<file path="config.mk">
export PLATFORM = sky130hd
export DESIGN_NAME = bbr_front
export DESIGN_NICKNAME = d
export VERILOG_FILES = /design/src/rtl/bbr_pkg.sv /design/src/rtl/bbr_front.sv
export SDC_FILE = /design/constraint.sdc
export NUM_CORES = 1
export LEC_CHECK = 0
export BUFFER_PORTS_ARGS = -buffer_cell sky130_fd_sc_hd__clkbuf_2
export CORE_MARGIN = 2
export CORE_UTILIZATION = 55
export CTS_BUF_LIST = sky130_fd_sc_hd__clkbuf_8
export DETAILED_ROUTE_END_ITERATION = 8
export PLACE_DENSITY = 0.8
export SYNTH_ARGS = -nofsm -noshare
export SYNTH_HDL_FRONTEND = slang
export SYNTH_SLANG_ARGS = --single-unit
</file>
<file path="constraint.sdc">
create_clock -name clk_i -period 5.2 [get_ports clk_i]
set_input_delay 1.04 -clock clk_i [delete_from_list [all_inputs] [get_ports clk_i]]
set_output_delay 1.04 -clock clk_i [all_outputs]
set_load 0.05 [all_outputs]
</file>
<file path="src/rtl/bbr_pkg.sv">
`default_nettype none

package bbr_pkg;

  // Geometry limits and derived widths
  localparam int MAX_WIDTH  = 1024;
  localparam int MAX_HEIGHT = 4096;
  localparam int COL_W      = $clog2(MAX_WIDTH);
  localparam int ROW_W      = $clog2(MAX_HEIGHT);
  localparam int CFGW_W     = 11;
  localparam int CFGH_W     = 13;
  localparam int WCMP_W     = (COL_W + 1 > CFGW_W) ? COL_W + 1 : CFGW_W;
  localparam int CFG_DATA_W = 13;

  localparam logic [CFGW_W-1:0] WIDTH_RESET  = CFGW_W'(640);
  localparam logic [CFGH_W-1:0] HEIGHT_RESET = CFGH_W'(480);

  // Pixel and sum widths
  localparam int CH_W  = 8;
  localparam int PIX_W = 3 * CH_W;
  localparam int SUM_W = 12;

  // Reciprocals for rounded division by 6 and 9
  localparam int RECIP6 = 10923;
  localparam int RECIP9 = 7282;
  localparam int PROD_W = SUM_W + 15;

  // Queue between window stage and output stage
  localparam int FIFO_DEPTH = 4;
  localparam int FIFO_AW    = $clog2(FIFO_DEPTH);
  localparam int FIFO_CNT_W = $clog2(FIFO_DEPTH + 1);

  // Register indexes
  localparam logic CFG_FRAME_WIDTH  = 1'b0;
  localparam logic CFG_FRAME_HEIGHT = 1'b1;

  // Request codes
  localparam logic REQ_PIXEL = 1'b0;
  localparam logic REQ_DRAIN = 1'b1;

  typedef enum logic {
    OP_PIX,
    OP_DRAIN
  } op_e;

  typedef enum logic [1:0] {
    DIV_4,
    DIV_6,
    DIV_9
  } div_e;

  // Classified item handed from the front to the window stage
  typedef struct packed {
    op_e              kind;
    logic [COL_W-1:0] addr;
    logic             first_col;
    logic             col_ge2;
    logic             row_ge1;
    logic             row_ge2;
    logic             row_end;
    logic [PIX_W-1:0] pix;
  } op_t;

  typedef logic [2:0][2:0][PIX_W-1:0] win_t;
  typedef logic [2:0][2:0][CH_W-1:0]  chan_win_t;

  typedef struct packed {
    logic [2:0][SUM_W-1:0] sum;
    div_e                  div;
    logic                  done;
    logic                  last;
  } res_t;

  typedef struct packed {
    logic has_a;
    logic has_b;
    res_t a;
    res_t b;
  } entry_t;

  // Sum one channel over the selected rows and columns
  function automatic logic [SUM_W-1:0] win_sum(input chan_win_t ch, input logic [2:0] rows,
                                               input logic [2:0] cols);
    logic [SUM_W-1:0] s;
    s = '0;
    for (int r = 0; r < 3; r++) begin
      for (int c = 0; c < 3; c++) begin
        if (rows[r] && cols[c]) begin
          s = s + SUM_W'(ch[r][c]);
        end
      end
    end
    return s;
  endfunction

  // Pick the divisor from the row and column masks (two or three bits each)
  function automatic div_e div_sel(input logic [2:0] rows, input logic [2:0] cols);
    div_e d;
    if ((&rows) && (&cols)) begin
      d = DIV_9;
    end else if ((&rows) || (&cols)) begin
      d = DIV_6;
    end else begin
      d = DIV_4;
    end
    return d;
  endfunction

  // Mean rounded half up: floor((2*s + n) / (2*n))
  function automatic logic [CH_W-1:0] box_avg(input logic [SUM_W-1:0] s, input div_e d);
    logic [SUM_W:0]    x4;
    logic [SUM_W:0]    x6;
    logic [SUM_W+1:0]  x9;
    logic [PROD_W-1:0] p6;
    logic [PROD_W-1:0] p9;
    logic [CH_W-1:0]   v;
    x4 = {1'b0, s} + (SUM_W+1)'(2);
    x6 = {1'b0, s} + (SUM_W+1)'(3);
    x9 = {1'b0, s, 1'b0} + (SUM_W+2)'(9);
    p6 = PROD_W'(x6) * PROD_W'(RECIP6);
    p9 = PROD_W'(x9) * PROD_W'(RECIP9);
    case (d)
      DIV_4:   v = x4[CH_W+1:2];
      DIV_6:   v = p6[CH_W+15:16];
      DIV_9:   v = p9[CH_W+16:17];
      default: v = '0;
    endcase
    return v;
  endfunction

endpackage

`default_nettype wire

</file>
<file path="src/rtl/bbr_front.sv">
`default_nettype none

module bbr_front
  import bbr_pkg::*;
(
  input  wire logic                  clk_i,
  input  wire logic                  rst_ni,
  input  wire logic                  in_valid_i,
  output logic                       in_stall_o,
  input  wire logic                  req_type_i,
  input  wire logic [CH_W-1:0]       in_red_i,
  input  wire logic [CH_W-1:0]       in_green_i,
  input  wire logic [CH_W-1:0]       in_blue_i,
  input  wire logic                  cfg_we_i,
  input  wire logic                  cfg_idx_i,
  input  wire logic [CFG_DATA_W-1:0] cfg_wdata_i,
  input  wire logic [FIFO_CNT_W-1:0] fifo_count_i,
  output logic [COL_W-1:0]           rd_addr_o,
  output logic                       nwr_en_o,
  output logic [PIX_W-1:0]           nwr_data_o,
  output logic                       op_valid_o,
  output op_t                        op_o
);

  logic [CFGW_W-1:0] width_q;
  logic [CFGH_W-1:0] height_q;
  logic [COL_W-1:0]  col_q;
  logic [ROW_W-1:0]  row_q;
  logic [COL_W-1:0]  drain_q;
  logic              draining_q;
  logic              op_valid_q;
  op_t               op_q;

  logic [WCMP_W-1:0]     w_raw;
  logic [WCMP_W-1:0]     eff_w;
  logic [WCMP_W-1:0]     last_col;
  logic [CFGH_W-1:0]     eff_h;
  logic [CFGH_W-1:0]     last_row;
  logic [FIFO_CNT_W:0]   used;
  logic                  accept;
  logic                  is_drain;
  logic                  end_row;
  logic                  end_frame;
  logic                  drain_end;
  logic                  op_valid_d;
  op_t                   op_d;

  // Clamp the frame geometry
  always_comb begin
    w_raw    = WCMP_W'(width_q);
    if (w_raw < WCMP_W'(2)) begin
      eff_w = WCMP_W'(2);
    end else if (w_raw > WCMP_W'(MAX_WIDTH)) begin
      eff_w = WCMP_W'(MAX_WIDTH);
    end else begin
      eff_w = w_raw;
    end
    if (height_q < CFGH_W'(2)) begin
      eff_h = CFGH_W'(2);
    end else if (height_q > CFGH_W'(MAX_HEIGHT)) begin
      eff_h = CFGH_W'(MAX_HEIGHT);
    end else begin
      eff_h = height_q;
    end
    last_col = eff_w - WCMP_W'(1);
    last_row = eff_h - CFGH_W'(1);
  end

  // Hold input while queue plus in-flight item could overflow
  assign used       = {1'b0, fifo_count_i} + {{FIFO_CNT_W{1'b0}}, op_valid_q};
  assign in_stall_o = (used >= (FIFO_CNT_W+1)'(FIFO_DEPTH));
  assign accept     = in_valid_i && !in_stall_o;

  // Classify the item
  always_comb begin
    is_drain  = (req_type_i == REQ_DRAIN);
    end_row   = WCMP_W'(col_q) >= last_col;
    end_frame = CFGH_W'(row_q) >= last_row;
    drain_end = WCMP_W'(drain_q) >= last_col;

    rd_addr_o = is_drain ? (drain_q + COL_W'(1)) : col_q;

    op_valid_d = accept && (is_drain == draining_q);

    op_d.kind      = is_drain ? OP_DRAIN : OP_PIX;
    op_d.addr      = rd_addr_o;
    op_d.first_col = is_drain ? (drain_q == '0) : (col_q == '0);
    op_d.col_ge2   = col_q >= COL_W'(2);
    op_d.row_ge1   = row_q != '0;
    op_d.row_ge2   = row_q >= ROW_W'(2);
    op_d.row_end   = is_drain ? drain_end : end_row;
    op_d.pix       = {in_red_i, in_green_i, in_blue_i};

    nwr_en_o   = accept && !is_drain && !draining_q;
    nwr_data_o = op_d.pix;
  end

  // Configuration registers
  always_ff @(posedge clk_i or negedge rst_ni) begin
    if (!rst_ni) begin
      width_q  <= WIDTH_RESET;
      height_q <= HEIGHT_RESET;
    end else if (cfg_we_i) begin
      case (cfg_idx_i)
        CFG_FRAME_WIDTH:  width_q  <= cfg_wdata_i[CFGW_W-1:0];
        CFG_FRAME_HEIGHT: height_q <= cfg_wdata_i[CFGH_W-1:0];
        default:          width_q  <= width_q;
      endcase
    end
  end

  // Advance position counters
  always_ff @(posedge clk_i or negedge rst_ni) begin
    if (!rst_ni) begin
      col_q      <= '0;
      row_q      <= '0;
      drain_q    <= '0;
      draining_q <= 1'b0;
      op_valid_q <= 1'b0;
    end else begin
      op_valid_q <= op_valid_d;
      if (op_valid_d) begin
        if (is_drain) begin
          if (drain_end) begin
            draining_q <= 1'b0;
            drain_q    <= '0;
            row_q      <= '0;
            col_q      <= '0;
          end else begin
            drain_q <= drain_q + COL_W'(1);
          end
        end else if (end_row) begin
          col_q <= '0;
          if (end_frame) begin
            draining_q <= 1'b1;
            drain_q    <= '0;
            row_q      <= '0;
          end else begin
            row_q <= row_q + ROW_W'(1);
          end
        end else begin
          col_q <= col_q + COL_W'(1);
        end
      end
    end
  end

  // Stage register aligned with the line store read data
  always_ff @(posedge clk_i) begin
    if (op_valid_d) begin
      op_q <= op_d;
    end
  end

  assign op_valid_o = op_valid_q;
  assign op_o       = op_q;

endmodule

`default_nettype wire

</file>
**Yosys cells after proc, flatten, opt, wreduce, memory -nomap -nowiden**

Index checks and enable logic that the tools add are counted.

- Word-level logic and storage cells: 75
- Output and inout port bits: 77
- Flip-flop bits (word level): 98
- Input bits: 46

- Eq/ne operators: 2
- Bitwise logic cells: 1
- Order comparisons: 10
- $add $sub $neg: 6
- Muxes and demuxes: 23
- Reductions and logical operators: 18

Operator list:

| operator | number |
|---|---|
| 10-bit two-way mux | 8 |
| 12-bit two-way mux | 4 |
| 13-bit two-way mux | 2 |
| 10-bit by 11-bit greater-or-equal comparator with 1-bit output | 2 |
| 11-bit two-way mux | 2 |
| 10-bit by 1-bit adder with 10-bit output (second input constant) | 2 |
| 10-bit zero test | 2 |
| 12-bit by 13-bit greater-or-equal comparator with 1-bit output | 1 |
| 13-bit > comparator (second input constant) | 1 |
| 13-bit by 2-bit < comparator with 1-bit output (second input constant) | 1 |
| 13-bit by 1-bit subtractor with 13-bit output (second input constant) | 1 |
| 12-bit by 1-bit adder with 12-bit output (second input constant) | 1 |
| 12-bit by 2-bit greater-or-equal comparator with 1-bit output (second input constant) | 1 |
| 12-bit nonzero test | 1 |
| 11-bit > comparator (second input constant) | 1 |
| 11-bit by 2-bit < comparator with 1-bit output (second input constant) | 1 |
| 11-bit by 1-bit subtractor with 11-bit output (second input constant) | 1 |
| 10-bit by 2-bit greater-or-equal comparator with 1-bit output (second input constant) | 1 |
| 1-bit two-way mux | 7 |
| 2-bit AND reduction | 3 |
| 3-bit AND reduction | 2 |
| 3-bit by 1-bit adder with 4-bit output | 1 |
| 4-bit by 3-bit greater-or-equal comparator with 1-bit output (second input constant) | 1 |
| 1-bit logical AND | 4 |
| 6 further kinds | 9 |

**Logic depth before layout (Yosys ltp)**

- Depth in word-level cells: 8
- Gate-level depth with buffers: 18
- Depth with buffers taken out: 16

**Worst setup path after synthesis**

OpenSTA, ideal clock, no wires.

- Path type: register to register
- From: register height_q[11]
- To: register drain_q[2]
- Data arrival time: 3.926 ns
- Slack: 1.153 ns
- Stages on the path, launching flop included: 17
- Buffers on the path: 1
- Library setup time: 0.121 ns
- Period minus slack after synthesis: 4.047 ns
- Cell sequence: dfrtp_1 > or3_1 > or3_4 > o311ai_0 > ha_1 > clkbuf_1 > nand2_1 > a21oi_1 > a21o_1 > o211ai_1 > ha_1 > nand3_1 > nor3_1 > o211ai_1 > a31oi_1 > o21ai_1 > a22o_1

- Longest elaborated chain between the ends: 7
- Elaborated cells between the ends (all ways): 8
- Those cells by class: add/sub: 1; order compare: 3; mux: 2; reduce/logical: 2

Ends and longest elaborated chain:

| element | line | text |
|---|---|---|
| start, declared | bbr_front.sv:26 | `logic [CFGH_W-1:0] height_q;` |
| start signal, assigned | bbr_front.sv:106 | `CFG_FRAME_HEIGHT: height_q <= cfg_wdata_i[CFGH_W-1:0];` |
| 13-bit > comparator | bbr_front.sv:60 | `end else if (height_q > CFGH_W'(MAX_HEIGHT)) begin` |
| 13-bit two-way mux | bbr_front.sv:60 |  |
| 13-bit two-way mux * | bbr_front.sv:58 | `if (height_q < CFGH_W'(2)) begin` |
| 13-bit by 1-bit subtractor with 13-bit output * | bbr_front.sv:66 | `last_row = eff_h - CFGH_W'(1);` |
| 12-bit by 13-bit greater-or-equal comparator with 1-bit output * | bbr_front.sv:78 | `end_frame = CFGH_W'(row_q) >= last_row;` |
| 2-bit nonzero test (no line) * | n/a |  |
| 3-bit AND reduction (no line) * | n/a |  |
| end signal, assigned | bbr_front.sv:130 | `drain_q <= drain_q + COL_W'(1);` |
| end, declared | bbr_front.sv:29 | `logic [COL_W-1:0] drain_q;` |

Every way passes the cells marked *; elsewhere a longest branch is shown, timed or not.
A chain may end at the register's enable or synchronous reset.

**Worst setup path after layout**

Same ends and word-level chain as after synthesis.

==> impl_metrics.py <==
metrics = {
    "place": {
        "port_buffers": 122,
        "hpwl_um": 10210,
        "placed_cells": 763,
        "gp_congestion": 0.9099,
        "place_ws_ns": 0.4769,
        "placed_cell_area_mm2": 0.006329,
    },
    "pwr": {
        "vdd_drop_max_mv": 0.2461,
        "power_w": 0.002201,
        "pwr_density_cell_mw_per_mm2": 338.3,
        "p_leak_nw": 2.750,
    },
    "floorplan": {
        "core_area_mm2": 0.01032,
        "die-area_mm2": 0.01146,
        "ios": 123,
        "die_h_um": 107.1,
        "std_cell_rows": 37,
        "die_width_um": 107.1,
        "start_util": 0.5660,
    },
    "worst_setup_path": {
        "cp_max_fo": 10,
        "crit_chain": "or3_1 > or3_4 > o311ai_0 > ha_1 > nand2_1 > a21oi_1 > a21o_1 > o211ai_1 > ha_1 > nand3_1 > nor3_1 > o211ai_1 > a31oi_1 > o21ai_1 > a22o_1",
        "r2r_slack_ns": 0.43,
        "crit_arrival_ns": 5.04,
        "start_kind": "register",
        "crit_path_end_kind": "register",
        "r2r_end": "drain_q[2]$_DFFE_PN0P_",
        "slowest_delay_ns": 0.50,
        "reg2reg_from": "height_q[11]$_DFFE_PN0P_",
        "crit_slowest_cell": "o311ai_0",
        "r2r_cells": 15,
        "crit_buf_inv": 0,
        "crit_type": "register to register",
        "path_delay_family": "compound AO/OA/AOI/OAI gates",
        "crit_required_ns": 5.47,
    },
    "min_path": {
        "hp-class": "register to register",
        "worstHoldPathCells": 1,
        "hold_end": "row_q[0]$_DFFE_PN0P_",
        "hold_start": "row_q[0]$_DFFE_PN0P_",
    },
    "global_routing": {
        "overflow": 0,
        "antenna_found_initial": 0,
        "busiest_layer": "met2",
        "grt_pass1_vias": 4370,
        "use_met3": 0.05714,
        "grt_usage": 0.2374,
        "grt_util_met1": 0.3087,
        "grt_pass1_wl_um": 21210,
        "grt_use_met2": 0.3974,
        "grt_max_degree": 59,
    },
    "timing": {
        "fmax_ghz": 0.2098,
        "rsz0062_at_grt": "no",
        "worst_pin_slew_ns": 0.8918,
        "period_needed_ns": 4.766,
        "hold_viol_final": 0,
        "skew_ns": 0.01658,
        "min_period_over_period": 0.9166,
        "setup_ws_ns": 0.4337,
        "relSlewSlack": 0.4042,
        "drv_slew": 0,
        "setup_tns_ns": 0,
        "finalSetupViolCount": 0,
    },
    "run": {
        "max-cap-violations": 0,
    },
    "route": {
        "wl_um": 13550,
        "antenna_left": 0,
        "vias_per_cell": 6.067,
        "dr.pass1.iters": 5,
        "wl_per_cell_um": 17.39,
        "drt-initial-drc-count": 390,
        "drc": 0,
        "vias": 4726,
    },
    "cts": {
        "cts_root_buf": "clkbuf_8",
        "path_clk_slew_ns": 0.10,
        "numCtsBuffers": 9,
        "clockBufferDepth": 2,
        "cts_sinks": 98,
        "post_cts_resize_count": 0,
        "post_cts_buffers": 0,
        "cts_hold_buf": 0,
        "clk-insertion-delay-late_ns": 0.38,
        "h-tree-depth": 3,
        "cts_tree": "built",
    },
    "final_layout": {
        "finalNetCount": 726,
        "final_layout_size_suffix_gt1_frac": 0.2893,
        "diodes": 0,
        "fillerInstances": 822,
        "layout_commonest_cell": "clkbuf_2",
        "areaGrowthSynthToFinish_pct": 11.35,
        "design_area_mm2": 0.006506,
        "layout_common_cells": "clkbuf_2 (122), dfrtp_1 (52), ha_1 (42)",
        "fin_cells": 779,
    },
    "synthesis": {
        "synth_area_leaders": "dfrtp_1 (22%), edfxtp_1 (21%), ha_1 (9.0%)",
        "synth_area_mm2": 0.005843,
        "synthArstFlopShare": 0.5918,
        "synth_warnings": 0,
        "syn_inst": 551,
        "synth_fp_nets": 639,
        "synth_edf_count": 40,
        "ys_seq_area_frac": 0.4552,
        "synth_ff_type": "dfrtp_1",
        "synth_seq_cells": 98,
        "yosysTopAreaCell": "dfrtp_1",
        "synth.avg_cell_area_um2": 10.60,
        "yosysTopAreaCellShare": 0.2227,
        "synth_cell_types": 64,
    },
    "run_status": {
        "status": "completed",
    },
}
-- metrics by stage --
stage | util | hold WS (ns)
finish | 0.6302 | 0.5672
detailed placement | 0.6130 | 0.5520
floorplan | - | 0.5037
global route | 0.6302 | 0.6033
global placement | 0.6130 | 0.5346
CTS | 0.6302 | 0.5678
-- worst max-delay path by stage --
stage | slack, ns | from | cells after the start | to
CTS | 0.46 | height_q[11]$_DFFE_PN0P_ | 14 | drain_q[2]$_DFFE_PN0P_
global placement | 0.83 | height_q[11]$_DFFE_PN0P_ | 15 | drain_q[3]$_DFFE_PN0P_
detailed placement | 0.48 | height_q[11]$_DFFE_PN0P_ | 14 | drain_q[2]$_DFFE_PN0P_
finish | 0.43 | height_q[11]$_DFFE_PN0P_ | 15 | drain_q[2]$_DFFE_PN0P_
global route | 0.14 | height_q[11]$_DFFE_PN0P_ | 14 | drain_q[9]$_DFFE_PN0P_
floorplan | 1.15 | height_q[11]$_DFFE_PN0P_ | 16 | drain_q[2]$_DFFE_PN0P_
-- area by class of cell --
| cell class | instances | area [um2] | area share |
|---|---|---|---|
| tap | 136 | 170.2 | 0.02615 |
| multi-input combinational | 387 | 2798 | 0.4300 |
| clock buffer | 9 | 123.9 | 0.01904 |
| clock inverter | 7 | 53.80 | 0.008269 |
| timing repair buffer | 126 | 640.6 | 0.09846 |
| sequential | 98 | 2660 | 0.4088 |
| inverter | 16 | 60.06 | 0.009231 |
-- routing by layer --
metal | wire [um] | vias to the layer above | share of wire
met1 | 5603 | 2254 | 0.41
met2 | 6692 | 238 | 0.49
li1 | - | 2218 | -
met3 | 1065 | 16 | 0.079
met4 | 188 | 0 | 0.014
met5 | 0 | - | 0
-- synthesized netlist by cell type (all sizes together), types with 4 or more instances --
master	n
o21a	10
nand4	5
or3	15
dfstp	6
nor2b	5
nor4	9
a21o	6
clkbuf	9
mux2	23
inv	16
a31oi	10
o211ai	5
nor3	18
nand2	33
a22o	18
buf	41
nand2b	9
dfrtp	52
xnor2	8
ha	42
o41ai	5
mux2i	9
or2	5
a21oi	21
and3	4
o2bb2ai	4
o21ai	34
nor2	33
nand3	20
edfxtp	40
-- kinds of logic after synthesis --
| kind of cell | after synthesis | share of synthesized area |
|---|---|---|
| xor gates and xnor gates | 11 | 0.01649 |
| and+or+nand+nor | 166 | 0.1473 |
| buffers and inverters | 66 | 0.06595 |
| AOI/OAI and AO/OA | 136 | 0.1653 |
| adders and majority gates | 42 | 0.08994 |
| DFF | 98 | 0.4552 |
| muxes | 32 | 0.05974 |
-- registers in the layout (all words and copies together) (netlist names) --
name and count:
col_q 10, drain_q 10, draining_q 1, height_q 13
op_o 40, op_valid_o 1, row_q 12, w_raw 11
-- report_power, final --
group,total (W),switching [W],internal (W)
Sequential,0.00103,0.000130,0.000895
Combinational,0.000720,0.000446,0.000274
Clock,0.000456,0.000279,0.000177
Total,0.00220,0.000856,0.00135
(Power assumes the default switching activity.)
