===== src/rtl/bbr_pkg.sv =====
`default_nettype none

package bbr_pkg;

  // Geometry limits and derived widths
  localparam int MAX_WIDTH  = 1024;
  localparam int MAX_HEIGHT = 4096;
  localparam int COL_W      = $clog2(MAX_WIDTH);
  localparam int ROW_W      = $clog2(MAX_HEIGHT);
  localparam int CFGW_W     = 11;
  localparam int CFGH_W     = 13;
  localparam int WCMP_W     = (COL_W + 1 > CFGW_W) ? COL_W + 1 : CFGW_W;
  localparam int CFG_DATA_W = 13;

  localparam logic [CFGW_W-1:0] WIDTH_RESET  = CFGW_W'(640);
  localparam logic [CFGH_W-1:0] HEIGHT_RESET = CFGH_W'(480);

  // Pixel and sum widths
  localparam int CH_W  = 8;
  localparam int PIX_W = 3 * CH_W;
  localparam int SUM_W = 12;

  // Reciprocals for rounded division by 6 and 9
  localparam int RECIP6 = 10923;
  localparam int RECIP9 = 7282;
  localparam int PROD_W = SUM_W + 15;

  // Queue between window stage and output stage
  localparam int FIFO_DEPTH = 4;
  localparam int FIFO_AW    = $clog2(FIFO_DEPTH);
  localparam int FIFO_CNT_W = $clog2(FIFO_DEPTH + 1);

  // Register indexes
  localparam logic CFG_FRAME_WIDTH  = 1'b0;
  localparam logic CFG_FRAME_HEIGHT = 1'b1;

  // Request codes
  localparam logic REQ_PIXEL = 1'b0;
  localparam logic REQ_DRAIN = 1'b1;

  typedef enum logic {
    OP_PIX,
    OP_DRAIN
  } op_e;

  typedef enum logic [1:0] {
    DIV_4,
    DIV_6,
    DIV_9
  } div_e;

  // Classified item handed from the front to the window stage
  typedef struct packed {
    op_e              kind;
    logic [COL_W-1:0] addr;
    logic             first_col;
    logic             col_ge2;
    logic             row_ge1;
    logic             row_ge2;
    logic             row_end;
    logic [PIX_W-1:0] pix;
  } op_t;

  typedef logic [2:0][2:0][PIX_W-1:0] win_t;
  typedef logic [2:0][2:0][CH_W-1:0]  chan_win_t;

  typedef struct packed {
    logic [2:0][SUM_W-1:0] sum;
    div_e                  div;
    logic                  done;
    logic                  last;
  } res_t;

  typedef struct packed {
    logic has_a;
    logic has_b;
    res_t a;
    res_t b;
  } entry_t;

  // Sum one channel over the selected rows and columns
  function automatic logic [SUM_W-1:0] win_sum(input chan_win_t ch, input logic [2:0] rows,
                                               input logic [2:0] cols);
    logic [SUM_W-1:0] s;
    s = '0;
    for (int r = 0; r < 3; r++) begin
      for (int c = 0; c < 3; c++) begin
        if (rows[r] && cols[c]) begin
          s = s + SUM_W'(ch[r][c]);
        end
      end
    end
    return s;
  endfunction

  // Pick the divisor from the row and column masks (two or three bits each)
  function automatic div_e div_sel(input logic [2:0] rows, input logic [2:0] cols);
    div_e d;
    if ((&rows) && (&cols)) begin
      d = DIV_9;
    end else if ((&rows) || (&cols)) begin
      d = DIV_6;
    end else begin
      d = DIV_4;
    end
    return d;
  endfunction

  // Mean rounded half up: floor((2*s + n) / (2*n))
  function automatic logic [CH_W-1:0] box_avg(input logic [SUM_W-1:0] s, input div_e d);
    logic [SUM_W:0]    x4;
    logic [SUM_W:0]    x6;
    logic [SUM_W+1:0]  x9;
    logic [PROD_W-1:0] p6;
    logic [PROD_W-1:0] p9;
    logic [CH_W-1:0]   v;
    x4 = {1'b0, s} + (SUM_W+1)'(2);
    x6 = {1'b0, s} + (SUM_W+1)'(3);
    x9 = {1'b0, s, 1'b0} + (SUM_W+2)'(9);
    p6 = PROD_W'(x6) * PROD_W'(RECIP6);
    p9 = PROD_W'(x9) * PROD_W'(RECIP9);
    case (d)
      DIV_4:   v = x4[CH_W+1:2];
      DIV_6:   v = p6[CH_W+15:16];
      DIV_9:   v = p9[CH_W+16:17];
      default: v = '0;
    endcase
    return v;
  endfunction

endpackage

`default_nettype wire


===== src/rtl/bbr_out.sv =====
`default_nettype none

module bbr_out
  import bbr_pkg::*;
(
  input  wire logic       clk_i,
  input  wire logic       rst_ni,
  input  wire entry_t     head_i,
  input  wire logic       head_valid_i,
  output logic            pop_o,
  output logic            out_valid_o,
  input  wire logic       out_stall_i,
  output logic [CH_W-1:0] out_red_o,
  output logic [CH_W-1:0] out_green_o,
  output logic [CH_W-1:0] out_blue_o,
  output logic            frame_done_o,
  output logic            run_last_o
);

  logic            sel_q;
  logic            valid_q;
  logic [CH_W-1:0] red_q;
  logic [CH_W-1:0] green_q;
  logic [CH_W-1:0] blue_q;
  logic            done_q;
  logic            last_q;

  logic take_a;
  logic final_res;
  logic load;
  res_t cur;

  // Pick the next result of the head entry
  always_comb begin
    take_a    = head_i.has_a && !sel_q;
    cur       = take_a ? head_i.a : head_i.b;
    final_res = !(take_a && head_i.has_b);
    load      = head_valid_i && (!valid_q || !out_stall_i);
    pop_o     = load && final_res;
  end

  always_ff @(posedge clk_i or negedge rst_ni) begin
    if (!rst_ni) begin
      valid_q <= 1'b0;
      sel_q   <= 1'b0;
    end else if (load) begin
      valid_q <= 1'b1;
      sel_q   <= !final_res;
    end else if (!out_stall_i) begin
      valid_q <= 1'b0;
    end
  end

  // Divide into the output register
  always_ff @(posedge clk_i) begin
    if (load) begin
      red_q   <= box_avg(cur.sum[0], cur.div);
      green_q <= box_avg(cur.sum[1], cur.div);
      blue_q  <= box_avg(cur.sum[2], cur.div);
      done_q  <= cur.done;
      last_q  <= cur.last;
    end
  end

  assign out_valid_o  = valid_q;
  assign out_red_o    = red_q;
  assign out_green_o  = green_q;
  assign out_blue_o   = blue_q;
  assign frame_done_o = done_q;
  assign run_last_o   = last_q;

  a_split_holds_head: assert property (@(posedge clk_i) disable iff (!rst_ni)
    sel_q |-> head_valid_i)
    else $error("second result pending without a head entry");

  a_second_is_last: assert property (@(posedge clk_i) disable iff (!rst_ni)
    load && sel_q |-> final_res)
    else $error("second result of an entry not final");

endmodule

`default_nettype wire


===== config.mk =====
export PLATFORM = sky130hd
export DESIGN_NAME = bbr_out
export DESIGN_NICKNAME = d
export VERILOG_FILES = /design/src/rtl/bbr_pkg.sv /design/src/rtl/bbr_out.sv
export SDC_FILE = /design/constraint.sdc
export NUM_CORES = 1
export LEC_CHECK = 0
export ABC_AREA = 1
export BUFFER_PORTS_ARGS = -buffer_cell sky130_fd_sc_hd__buf_4
export CELL_PAD_IN_SITES_DETAIL_PLACEMENT = 1
export CELL_PAD_IN_SITES_GLOBAL_PLACEMENT = 2
export CORE_AREA = 2 2 221 223
export DETAILED_ROUTE_END_ITERATION = 10
export DIE_AREA = 0 0 223 225
export PLACE_DENSITY_LB_ADDON = 0.1
export SLEW_MARGIN = 20
export SYNTH_ARGS = -nofsm -noshare
export SYNTH_HDL_FRONTEND = slang
export SYNTH_SLANG_ARGS = --single-unit

===== constraint.sdc =====
create_clock -name clk_i -period 11.3 [get_ports clk_i]
set_input_delay 2.26 -clock clk_i [delete_from_list [all_inputs] [get_ports clk_i]]
set_output_delay 2.26 -clock clk_i [all_outputs]
set_load 0.03 [all_outputs]

# Word-level counts from Yosys, hierarchy flattened
# Index checks and enable logic that the tools add are counted.
dict set report op_classes {
  n_addsub 9
  multipliers 6
  n_eq_ne 3
  n_mux 6
  n_reduce_logical 10
}
# op n
set op_table {}
lappend op_table {{multiplier 13 x 14 -> 24 bit (second input constant)} 3}
lappend op_table {{multiplier 14 x 12 -> 24 bit (second input constant)} 3}
lappend op_table {{case mux 8 bit (3 select lines)} 3}
lappend op_table {{adder 13 x 4 -> 14 bit (second input constant)} 3}
lappend op_table {{two-way mux 40 bit} 1}
lappend op_table {{adder 12 x 2 -> 13 bit (second input constant)} 3}
lappend op_table {{adder 10 x 2 -> 10 bit (second input constant)} 3}
lappend op_table {{logical AND 1 bit} 4}
lappend op_table {{zero test 1 bit} 4}
lappend op_table {{equality test 2 x 1 -> 1 bit (second input constant)} 1}
lappend op_table {{equality test 2 bit (second input constant)} 1}
lappend op_table {{zero test 2 bit} 1}
lappend op_table {{two-way mux 1 bit} 2}
lappend op_table {{inequality test 2 x 1 -> 1 bit (second input constant)} 1}
lappend op_table {{logical OR 1 bit} 1}
dict set report word_totals {
  regBits 28
  wordCells 41
}

# Longest topological paths before layout
# Gate-level depths: netlist of run 1.
dict set report depth {
  word_depth 6
  mapped_depth 36
  ltp_nobuf 34
}

# Least setup slack after synthesis of run 1
# OpenSTA, ideal clock, no wires.
dict set report synth_path {
  path_kind {input to register}
  start {in head_i[81] in the netlist's numbering}
  end {reg green_q[1] (netlist: out_green_o[1]) (data pin)}
  setup_time_ns 0.259
  t_arrival_ns 7.719
  setup_slack_ns 3.322
  stages 30
  n_path_buf 2
  cell_sequence {inv_2 > nor2_4 > buf_6 > buf_4 > nand2_1 > o21ai_1 > ha_1 > a21oi_1 > inv_1 > nand3_1 > nor2_2 > xor2_2 > inv_2 > ha_1 > inv_1 > fa_1 > inv_1 > fa_1 > fa_1 > inv_1 > fa_1 > inv_1 > ha_1 > a21oi_1 > o21ai_0 > nor2_1 > nand2_1 > or2_2 > nand3_1 > nand3_1}
}
dict set report synth_between {
  elab_chain_cells 5
}
# item line_no
set synth_lines {}
lappend synth_lines {{start: declaration} bbr_out.sv:8} ;# input wire entry_t head_i,
lappend synth_lines {{logical AND 1 bit (*)} bbr_out.sv:35} ;# take_a = head_i.has_a && !sel_q;
lappend synth_lines {{two-way mux 40 bit (*)} bbr_out.sv:36} ;# cur = take_a ? head_i.a : head_i.b;
lappend synth_lines {{adder 13 x 4 -> 14 bit / adder 12 x 2 -> 13 bit (equally long branches)} {bbr_pkg.sv:119, bbr_pkg.sv:118}}
lappend synth_lines {{multiplier 14 x 12 -> 24 bit / multiplier 13 x 14 -> 24 bit (equally long branches)} {bbr_pkg.sv:121, bbr_pkg.sv:120}}
lappend synth_lines {{case mux 8 bit (3 select lines) (*)} bbr_pkg.sv:122} ;# case (d)
lappend synth_lines {{end signal: assignment} bbr_out.sv:58} ;# green_q <= box_avg(cur.sum[1], cur.div);
lappend synth_lines {{end: declaration} bbr_out.sv:23} ;# logic [CH_W-1:0] green_q;
# Mark *: on every way between the ends. The rest lies on a longest branch, timed or not.
# A chain may end at the register's enable or synchronous reset.

# Worst setup path after layout of run 1
dict set report layout_path {
  start {in head_i[81] in the netlist's numbering}
  end {reg blue_q[5] (netlist: out_blue_o[5]) (data pin)}
}
dict set report layout_between {
  elab_chain_cells 5
}
# item line_no
set layout_lines {}
lappend layout_lines {{logical AND 1 bit (*)} bbr_out.sv:35}
lappend layout_lines {{two-way mux 40 bit (*)} bbr_out.sv:36}
lappend layout_lines {{adder 13 x 4 -> 14 bit / adder 12 x 2 -> 13 bit (equally long branches)} {bbr_pkg.sv:119, bbr_pkg.sv:118}}
lappend layout_lines {{multiplier 14 x 12 -> 24 bit / multiplier 13 x 14 -> 24 bit (equally long branches)} {bbr_pkg.sv:121, bbr_pkg.sv:120}}
lappend layout_lines {{case mux 8 bit (3 select lines) (*)} bbr_pkg.sv:122}
lappend layout_lines {{end signal: assignment} bbr_out.sv:59} ;# blue_q <= box_avg(cur.sum[2], cur.div);
lappend layout_lines {{end: declaration} bbr_out.sv:24} ;# logic [CH_W-1:0] blue_q;
# Marks and branches as above.

==> metrics.md, run 1 <==
| Metric | Value |
|---|---|
| Status | `finished, final reports clean` |
| Starting Density | `0.4088` |
| Final hold vios | `0` |
| Worst-Margin Slew | `between 1 and 1.5 ns` |
| H-tree depth | `1` |
| RePlAce Congestion | `0.9252` |
| Hold path start | `out_valid_o` |
| Post-CTS sizing | `0` |
| Post-synth EDFFs | `26` |
| Postcts setup bufs | `0` |
| Min-Delay Path Class | `register to register` |
| Hpwl dp | `about 59 mm` |
| Commonest non-fill, non-tap cell in the layout | `inv_1` |
| Drt wl/cell | `19.26 µm` |
| Die area | `50,180 µm²` |
| Ys Warns | `0` |
| Hold path depth | `2` |
| Synth area leader | `ha_1` |
| Max Fanout on Critical Path | `58` |
| CP dominant cell by count | `inv_1` |
| CTS tree | `yes` |
| Fillers | `roughly 6,000` |
| End point of the worst hold path | `out_valid_o` |
| Minimum clock period | `9.690 ns` |
| DR pass1 iterations | `5` |
| Yosys top cell area share | `0.2549` |
| Synth Register Bits | `28` |
| Final Core Density | `0.4439` |
| Max Slew Vio Count | `0` |
| Num ports | `approximately 110` |
| Sum Neg Setup Slack | `0 ns` |
| Ys flop type | `edfxtp_1` |
| FMAX | `103.2 MHz` |
| Mapped Avg Cell Area | `roughly 7.4 µm²` |
| CTS max path bufs | `2` |
| Drc violations | `0` |
| FFs w/ async S/R, synth | `0.07143` |
| Post-synth design cell area | `19,440 µm²` |
| Final-report setup violation count | `0` |
| Worst reg2reg path startpoint | `sel_q` |
| Post-Syn Instances | `between 2,000 and 3,000` |
| Type of origin of the critical path | `input port` |
| CTS Hold Bufs | `0` |
| Top cells by area, synth | `ha_1 (25%), fa_1 (24%), inv_1 (14%)` |
| CP max stage delay | `1.12 ns` |
| # nets final | `3,463` |
| Worst r2r path cells | `29` |
| RSZ-0062 raised after global routing | `no` |
| Yosys cell types | `between 40 and 50` |
| Layout area overhead | `8.586%` |
| R2r setup slk | `a little over 3 ns` |
| CP arrival | `9.75 ns` |
| Clock transition at the registers of the reported paths | `0.10 ns` |
| Routed vias/inst | `5.156` |
| DR vias | `17,310` |
| Ratio of cells with drive above 1 in the final layout | `0.07182` |
| Port-buffer cells | `113` |
| Final WL | `64.68 mm` |
| GRT overflow | `0` |
| Root buffer cell | `clkbuf_16` |
| Tcrit/Tclk final | `0.8575` |
| Number of nets still failing antenna checks after routing | `0` |
| First-pass GRT wire length | `approximately 100 mm` |
| Vias in the first global route | `18,900` |
| CTS Buf Count | `3` |
| Critical path class | `input port to register` |
| Die width | `approximately 220 µm` |
| Worst path slowest cell | `o21ai_1` |
| Ant. Diodes | `0` |
| # Max-Cap Violations | `0` |
| Placement row count | `80` |
| Initial DRC count | `865` |
| FF-to-FF End | `out_blue_o[5]` |
| Seq/Total Area, Yosys | `0.04274` |
| Most frequent cells in the layout | `inv_1 (737), nand2_1 (423), ha_1 (396)` |
| Later-pin clock latency in the skew report | `0.29 ns` |
| Worst rel slew slack | `0.1845` |
| DIE HEIGHT | `225 µm` |
| Total core area | `47,550 µm²` |
| Largest net degree at the start of global routing | `59` |
| Clock sink count | `28` |
| Worst endpoint required time | `11.36 ns` |
| Initial antenna violation count | `0` |
| GRT Total Usage | `0.2642` |
| CP Capture Type | `register` |
| Worst Skew | `0.007790 ns` |
[final cells by class]
type,instances,area (µm²),share of cell area
inverter,751,2819,0.1336
clock buffer,4,88.84,0.004209
timing repair buffer,118,885.9,0.04197
tap,615,769.5,0.03646
sequential,28,830.8,0.03936
multi-input combinational,1842,15710,0.7445
[stage by stage]
step	cell area (µm²)	hold slack, ns	cells	worst slack (ns)
final	21110	0.6894	3358	1.610
after global routing	21110	0.7296	3358	1.245
after CTS	21110	0.6762	3358	1.670
after detailed placement	21020	0.6545	3354	1.358
after global placement	21010	0.6134	3354	1.458
after floorplan	19460	0.6199	2636	3.322
[how the worst max path moves through the flow]
stage / startpoint / endpoint / slack (ns) / cells after the start
after floorplan: head_i[81] / out_green_o[1] / 3.32 / 30
after global placement: head_i[81] / out_blue_o[5] / 1.46 / 30
after detailed placement: head_i[81] / out_blue_o[5] / 1.36 / 31
after CTS: head_i[81] / out_blue_o[5] / 1.67 / 31
after global routing: head_i[81] / out_blue_o[5] / 1.25 / 30
final: head_i[81] / out_blue_o[5] / 1.61 / 29
[critical path: cells and delay by family]
family | cells | cell delay (ns)
xor+xnor | 1 | 0.47
buf+inv | 8 | 1.04
compound gates | 5 | 1.77
fa+ha+maj | 7 | 3.04
simple gates | 8 | 1.12
[synth_stat cells (all sizes together), types with 5 or more instances]
library cell,count
o31ai,10
nor3,18
a21o,17
inv,750
o211ai,5
nand3,150
ha,396
o21bai,5
xnor2,20
o21ai,131
a21oi,125
nand2,430
nand3b,7
edfxtp,26
or2,17
buf,13
nand4,43
nor2,149
xor2,46
a21boi,14
fa,237
[metal layers]
| layer | GRT usage | routed length [µm] | share of wire | up-vias |
|---|---|---|---|---|
| li1 | - | - | - | 8407 |
| met3 | 0.01186 | 2243 | 0.035 | 35 |
| met1 | 0.3871 | 31900 | 0.49 | 8588 |
| met4 | 0.03334 | 726 | 0.011 | 0 |
| met2 | 0.4431 | 29810 | 0.46 | 283 |
| met5 | 0 | 0 | 0 | - |
[cells by family after synthesis]
| kind of cell | count (synthesis) | synth area share |
|---|---|---|
| other cells | 1 | 0.0001929 |
| compound gates | 315 | 0.09295 |
| simple gates | 822 | 0.1840 |
| flops | 28 | 0.04274 |
| fa+ha+maj | 633 | 0.4990 |
| buf+inv | 766 | 0.1502 |
| xor+xnor | 66 | 0.03090 |
[state kept, by name, summed over array words and instances, names as in the netlist]
| register | cells |
|---|---|
| frame_done_o | 1 |
| out_red_o | 8 |
| out_green_o | 8 |
| sel_q | 1 |
| out_valid_o | 1 |
| out_blue_o | 8 |
| run_last_o | 1 |
Power of run 1 is left out: the tool's default activity adds up to more than one toggle a clock period on the data nets, which glitch-free logic cannot reach.
==> run 2: changes to the inputs <==
- CAP_MARGIN: unset -> 10
- PLACE_DENSITY: unset -> 0.87
- PLACE_DENSITY_LB_ADDON: 0.1 -> unset
==> metrics.md, run 2 (same netlist as run 1, synthesis figures left out) <==
| Metric | Value |
|---|---|
| Status | `finished, final reports clean` |
| Buf+Inv Stages, Crit Path | `8 (unchanged)` |
| CP arrival | `9.30 ns (-0.45 ns)` |
| # nets final | `3,465 (+0.058%)` |
| GRT overflow | `0 (unchanged)` |
| RePlAce Congestion | `0.8948 (-3.3%)` |
| CTS tree | `yes` |
| Largest net degree at the start of global routing | `47 (-20%)` |
| Tcrit/Tclk final | `0.8178 (-0.03972)` |
| CP max stage delay | `0.54 ns (-0.58 ns)` |
| Placement row count | `80 (unchanged)` |
| Postcts setup bufs | `0 (unchanged)` |
| Post-Layout Cell Count | `3,360 (+0.060%)` |
| Worst endpoint required time | `11.36 ns (about the same)` |
| Port-buffer cells | `113 (unchanged)` |
| Max Slew Vio Count | `0 (unchanged)` |
| Fillers | `6,085 (+0.46%)` |
| Number of nets still failing antenna checks after routing | `0 (unchanged)` |
| Worst Skew | `0.006058 ns (-0.001732 ns)` |
| Drc violations | `0 (unchanged)` |
| Clock sink count | `28 (unchanged)` |
| Initial antenna violation count | `0 (unchanged)` |
| Most frequent cells in the layout | `inv_1 (737), nand2_1 (423), ha_1 (396)` |
| Num ports | `114 (unchanged)` |
| Clock transition at the registers of the reported paths | `0.10 ns (about the same)` |
| First-pass GRT wire length | `100.6 mm (-3.2%)` |
| Die width | `223 µm (unchanged)` |
| Worst rel slew slack | `0.2728 (+0.08826)` |
| DR vias | `17,120 (-1.1%)` |
| Worst path slowest cell | `fa_1` |
| Root buffer cell | `clkbuf_16` |
| Layout area overhead | `8.722%` |
| CP Capture Type | `register` |
| GRT Total Usage | `0.2548 (-0.009357)` |
| CTS max path bufs | `2 (unchanged)` |
| Initial DRC count | `737 (-15%)` |
| Worst-Margin Slew | `1.090 ns (-0.1254 ns)` |
| Routed vias/inst | `5.095 (-1.2%)` |
| CTS Hold Bufs | `0 (unchanged)` |
| Ratio of cells with drive above 1 in the final layout | `0.07250 (+0.0006763)` |
| H-tree depth | `1 (unchanged)` |
| Starting Density | `0.4088 (unchanged)` |
| Hold path depth | `2 (unchanged)` |
| Final-report setup violation count | `0 (unchanged)` |
| CP dominant cell by count | `inv_1` |
| CTS Buf Count | `3 (unchanged)` |
| Worst r2r path cells | `29 (unchanged)` |
| Total core area | `47,550 µm² (unchanged)` |
| # Max-Cap Violations | `0 (unchanged)` |
| Die area | `50,180 µm² (unchanged)` |
| Drt wl/cell | `18.56 µm (-3.6%)` |
| Vias in the first global route | `18,920 (+0.10%)` |
| Cells after DPL | `3,356 (+0.060%)` |
| Minimum clock period | `9.241 ns (-0.4489 ns)` |
| DR pass1 iterations | `5 (unchanged)` |
| Later-pin clock latency in the skew report | `0.30 ns (about the same)` |
| Sum Neg Setup Slack | `0 ns (unchanged)` |
| Critical path class | `input port to register` |
| RSZ-0062 raised after global routing | `no` |
| FMAX | `108.2 MHz (+4.9%)` |
| Max Fanout on Critical Path | `46 (-21%)` |
| Cell family with most CP delay | `adder cells` |
| Commonest non-fill, non-tap cell in the layout | `inv_1` |
| Type of origin of the critical path | `input port` |
| Post-CTS sizing | `0 (unchanged)` |
| Min-Delay Path Class | `register to register` |
| Final WL | `62.35 mm (-3.6%)` |
| DIE HEIGHT | `225 µm (unchanged)` |
| Hpwl dp | `57.21 mm (-2.9%)` |
| Final hold vios | `0 (unchanged)` |
| Crit path depth | `29 (unchanged)` |
| Ant. Diodes | `0 (unchanged)` |
==> run 2: cell types whose count changed in the layout (fill, tap and decap cells not counted), sizes merged <==
cell    change
buf         +2
bufinv      +1
clkbuf      -1
==> run 2: per-layer routing <==
layer	track usage	wire length, µm	vias up
met5	0	0	-
met1	0.3395	29080	8430
met3	0.01812	1502	64
li1	-	-	8405
met4	0.06105	1475	0
met2	0.4503	30290	219
==> run 2: cell type report <==
class | instances | area [µm²] | share of cell area
tap | 615 | 769.5 | 0.03641
sequential | 28 | 830.8 | 0.03931
inverter | 751 | 2819 | 0.1334
clock buffer | 3 | 75.07 | 0.003552
multi-input combinational | 1842 | 15710 | 0.7433
timing repair buffer | 120 | 900.9 | 0.04263
clock inverter | 1 | 30.03 | 0.001421
==> run 2: path summary, 6_finish.rpt <==
kind	start	end	slack (ns)
setup / recovery	head_i[81]	out_blue_o[6]	2.06
hold / removal	out_valid_o	out_valid_o	0.52
setup reg to reg	sel_q	out_blue_o[6]	3.34
hold reg to reg	out_valid_o	out_valid_o	0.52
max in group asynchronous	rst_ni	sel_q	9.50
min in group asynchronous	rst_ni	out_valid_o	1.71
==> run 2: metrics by stage <==
stage / hold slack [ns] / utilization / cell area (µm²) / worst slack, ns
2_1_floorplan: 0.6199 / - / 19460 / 3.322
3_3_place_gp: 0.4900 / 0.4423 / 21030 / 1.985
3_5_place_dp: 0.5062 / 0.4423 / 21030 / 1.749
4_1_cts: 0.5285 / 0.4445 / 21130 / 2.064
5_1_grt: 0.5869 / 0.4445 / 21130 / 1.586
6_report: 0.5228 / 0.4445 / 21130 / 2.059
==> run 2: worst min-delay path, stage by stage (launching register included) <==
cell	delay (ns)
dfrtp_1	0.36
nand2_1	0.07
nand2_1	0.06
Power of run 2 is left out for the same reason.
